==> src/rtl/sac_pkg.sv <==
// Shared types, codes and defaults of the set-associative cache LRU tracker.
package sac_pkg;

	localparam int SAC_MAX_SET_BITS = 10;
	localparam int SAC_MAX_WAYS     = 8;

	localparam int CFG_INDEX_W = 2;
	localparam int CFG_DATA_W  = 6;

	localparam logic [CFG_INDEX_W-1:0] CFG_SET_BITS    = 2'd0;
	localparam logic [CFG_INDEX_W-1:0] CFG_OFFSET_BITS = 2'd1;
	localparam logic [CFG_INDEX_W-1:0] CFG_WAYS        = 2'd2;

	localparam logic [1:0] OPC_MODIFY = 2'd2;

	localparam logic [1:0] OUT_HIT   = 2'd0;
	localparam logic [1:0] OUT_FILL  = 2'd1;
	localparam logic [1:0] OUT_EVICT = 2'd2;

	typedef struct packed {
		logic [1:0]  opcode;
		logic [63:0] access_address;
	} sac_req_t;

	typedef struct packed {
		logic [1:0]  outcome;
		logic [2:0]  way_used;
		logic [31:0] hit_total;
		logic [31:0] miss_total;
		logic [31:0] eviction_total;
	} sac_res_t;

	typedef struct packed {
		logic clear_step;
		logic capture;
		logic decide;
		logic commit;
	} sac_cmd_t;

	typedef struct packed {
		logic clear_last;
	} sac_stat_t;

endpackage

==> src/rtl/sac_ctrl.sv <==
// Controller: clearing pass, request capture, lookup and commit sequencing.
module sac_ctrl (
	input  logic               clk,
	input  logic               arst_n,
	input  logic               req_valid,
	output logic               req_ready,
	output logic               res_valid,
	input  logic               res_ready,
	input  sac_pkg::sac_stat_t stat,
	output sac_pkg::sac_cmd_t  cmd
);
	import sac_pkg::*;

	typedef enum logic [1:0] {
		ST_CLEAR,
		ST_IDLE,
		ST_LOOKUP,
		ST_COMMIT
	} state_t;

	state_t state_q;
	logic   res_valid_q;

	always_comb begin
		cmd.clear_step = (state_q == ST_CLEAR);
		cmd.capture    = (state_q == ST_IDLE) && req_valid;
		cmd.decide     = (state_q == ST_LOOKUP);
		cmd.commit     = (state_q == ST_COMMIT) && (!res_valid_q || res_ready);
	end

	assign req_ready = (state_q == ST_IDLE);
	assign res_valid = res_valid_q;

	always_ff @(posedge clk or negedge arst_n) begin
		if (!arst_n) begin
			state_q     <= ST_CLEAR;
			res_valid_q <= 1'b0;
		end else begin
			if (cmd.commit) begin
				res_valid_q <= 1'b1;
			end else if (res_ready) begin
				res_valid_q <= 1'b0;
			end
			unique case (state_q)
				ST_CLEAR: begin
					if (stat.clear_last) begin
						state_q <= ST_IDLE;
					end
				end
				ST_IDLE: begin
					if (req_valid) begin
						state_q <= ST_LOOKUP;
					end
				end
				ST_LOOKUP: begin
					state_q <= ST_COMMIT;
				end
				ST_COMMIT: begin
					if (cmd.commit) begin
						state_q <= ST_IDLE;
					end
				end
				default: state_q <= ST_CLEAR;
			endcase
		end
	end

endmodule

==> config.mk <==
export PLATFORM = sky130hd
export DESIGN_NAME = sac_ctrl
export DESIGN_NICKNAME = d
export VERILOG_FILES = /design/src/rtl/sac_pkg.sv /design/src/rtl/sac_ctrl.sv
export SDC_FILE = /design/constraint.sdc
export NUM_CORES = 1
export LEC_CHECK = 0
export BUFFER_PORTS_ARGS = -buffer_cell sky130_fd_sc_hd__buf_2
export CAP_MARGIN = 15
export CORE_AREA = 5 5 42 44
export DETAILED_ROUTE_END_ITERATION = 6
export DIE_AREA = 0 0 47 49
export SYNTH_ARGS = -nofsm -noshare
export SYNTH_HDL_FRONTEND = slang
export SYNTH_SLANG_ARGS = --single-unit
==> constraint.sdc <==
create_clock -name clk -period 3 [get_ports clk]
set_input_delay 0.3 -clock clk [delete_from_list [all_inputs] [get_ports clk]]
set_output_delay 0.3 -clock clk [all_outputs]
set_load 0.02 [all_outputs]
==> flow_summary_export.csv <==
group,metric,value,unit
status,status,"finished, final reports clean",
run,maxCapViolations,0,
critical_path,max_stage_delay,0.40,ns
route,wl_per_cell,7.55,µm
clocking,cts.sinks,3,
synth,yosys.cell_types.count,10,
critical_path,r2r-start,"state_q[1]$_DFFE_PN0P_",
layout,n_fill_cell,163,
layout,fin_cells,51,
clocking,clockBufferDepth,2,
clocking,ctsResizeCount,0,
floorplanning,initial_utilization,16.1,%
placed_design,port_buffers,10,
route,ant_nets,0,
timing,finalCritPeriodShare,49.2,%
min_path,min_to,"res_valid$_DFFE_PN0P_",
synth,synthTopCellsByCount,"5 x ha_1, 4 x inv_1, 3 x dfrtp_1",
clocking,cts_root_buf,"clkbuf_4",
critical_path,r2r_cells,5,
timing,slew_viol_final,0,
synth,yosys_warnings,0,
clocking,cts_tree,"yes",
synth,syn-num-nets,30,
critical_path,crit_type,"register to primary output",
timing,fmax,678,MHz
power,p_per_area,1050,nW/µm²
floorplanning,dieWidth,47,µm
global_route,grt_pass1_wl,621,µm
power,leakage,0.185,nW
synth,synth_area,225,µm²
critical_path,path_cells,"inv_1 -> ha_1 -> and2_1 -> buf_2",
critical_path,critPathRequiredTime,2.70,ns
timing,relSlewSlack,86.3,%
synth,ys_seq_elements,3,
synth,synthTopCellsByArea,"dfrtp_1 33%, ha_1 28%, inv_1 6.7%",
synth,synth_edf_count,0,
route,via_count,183,
floorplanning,die_h,49,µm
power,irDropWorstVdd,0.146,mV
layout,antenna_cells,0,
floorplanning,dieArea,2300,µm²
min_path,min_from,"res_ready",
timing,finClkSkew,0.00191,ns
synth,synth_cells,20,
route,drt_wl_total,385,µm
timing,finalSetupTns,0,ns
synth,yosysTopAreaCellShare,33.3,%
min_path,hold_depth,3,
global_route,grt_usage,3.74,%
layout,fin_nets,46,
clocking,insertion_delay,0.22,ns
timing,rsz0062_at_grt,"false",
global_route,grt-ovfl-total,0,
synth,yosys.area.top_type,"dfrtp_1",
clocking,post-cts-setup-buffer-count,0,
timing,holdWs,0.365,ns
route,drc,0,
synth,async_flop_share,100,%
route,drtPass1Iterations,2,
synth,synth.avg_cell_area,11.3,µm²
clocking,cts-buffers-inserted,3,
timing,hold_viol,0,
global_route,antenna_found_initial,0,
timing,post-route-min-period,1.47,ns
route,viasPerCell,3.59,
critical_path,reg2reg_slack,1.58,ns
global_route,grt_max_degree,5,
min_path,hp-class,"primary input to register",
synth,ys.flop_type,"dfrtp_1",
global_route,grt_pass1_vias,196,
clocking,htree_levels,1,
floorplanning,rows,14,
placed_design,place_inst,46,
clocking,clk_pin_slew,0.04,ns
critical_path,crit_slowest_cell,"dfrtp_1",
layout,drive_gt1_share,42.9,%
timing,setup-violations-final,0,
placed_design,dpl.hpwl,366,µm
synth,yosysSeqAreaShare,33.3,%
floorplanning,num_io_pins,11,
critical_path,end_kind,"primary output",
timing,worst_slew_pin_slew,0.206,ns
floorplanning,core_area,1400,µm²
critical_path,path_max_fanout,4,
critical_path,reg2reg_to,"state_q[1]$_DFFE_PN0P_",
placed_design,gp_congestion,0.572,
critical_path,arrival,1.17,ns
critical_path,cp-start-kind,"register",
synth,yosysMostFrequentCell,"ha_1",
route,detail_route.iter0.violations,2,
layout,areaGrowthSynthToFinish,47.2,%
clocking,cts_hold_buf,1,
-- sequential cells by signal, summed over array words and instances, names as in the netlist --
| name | flops |
|---|---|
| res_valid | 1 |
| state_q | 2 |
-- cell families (layout without fill, tap and decap cells) --
kind of cell,count (synthesis),in the layout,share of synthesized area [%]
adder cells (fa/ha/maj),5,5,27.8
multiplexers,2,2,9.44
AO/OA/AOI/OAI,1,1,6.66
AND/OR/NAND/NOR,5,5,16.1
buffers and inverters,4,19,6.66
flip-flops,3,3,33.3
-- per-stage QoR --
step | power (W) | utilization (%) | cell area (µm²) | worst slack, ns
5_1_grt | 0.000383 | 23.7 | 332 | 1.47
2_1_floorplan | 0.000233 | - | 225 | 1.48
6_report | 0.000348 | 23.7 | 332 | 1.53
4_1_cts | 0.000361 | 23.7 | 332 | 1.50
3_3_place_gp | 0.000282 | 21.1 | 295 | 1.57
3_5_place_dp | 0.000288 | 21.1 | 295 | 1.56
-- worst max path at each step --
stage,startpoint,end
final,state_q[1]$_DFFE_PN0P_,cmd[2]
after global routing,state_q[1]$_DFFE_PN0P_,cmd[2]
after CTS,state_q[1]$_DFFE_PN0P_,cmd[2]
after detailed placement,state_q[1]$_DFFE_PN0P_,state_q[1]$_DFFE_PN0P_
after global placement,state_q[1]$_DFFE_PN0P_,state_q[1]$_DFFE_PN0P_
after floorplan,state_q[1]$_DFFE_PN0P_,state_q[1]$_DFFE_PN0P_
-- layer usage --
metal / GRT usage, % / wire (µm)
met1: 2.86 / 130
met2: 7.01 / 218
met3: 0 / 37
met4: 4.15 / 0
met5: 0 / 0
-- cell type report --
class                      instances  area (µm²)  share of cell area (%)
multi-input combinational         13         135                    40.8
clock buffer                       4        26.3                    7.92
sequential                         3        75.1                    22.6
tap                               16        20.0                    6.04
timing repair buffer              11        60.1                    18.1
inverter                           4        15.0                    4.53
-- worst max-delay path, delay by kind of cell (launching register included) --
family                   cells  cell delay [ns]
adder cells (fa/ha/maj)      1             0.18
buffers and inverters        2             0.26
flip-flops                   1             0.40
AND/OR/NAND/NOR              1             0.12
-- cell usage in the layout (no fill, tap or decap) --
| master | n |
|---|---|
| nand2b_1 | 1 |
| nand2_1 | 1 |
| buf_2 | 10 |
| and2_1 | 2 |
| mux2i_1 | 1 |
| mux2_1 | 1 |
| dfrtp_1 | 3 |
| ha_1 | 5 |
| inv_1 | 4 |
| o221ai_2 | 1 |
| nand2b_4 | 1 |
| clkbuf_4 | 3 |
| dlygate4sd3_1 | 1 |
| clkbuf_1 | 1 |
-- power by group --
group          internal [W]  switching (W)
clock network     0.0000496      0.0000179
logic             0.0000800       0.000116
registers         0.0000625      0.0000217
No activity file was read; power rests on OpenSTA's default activity.
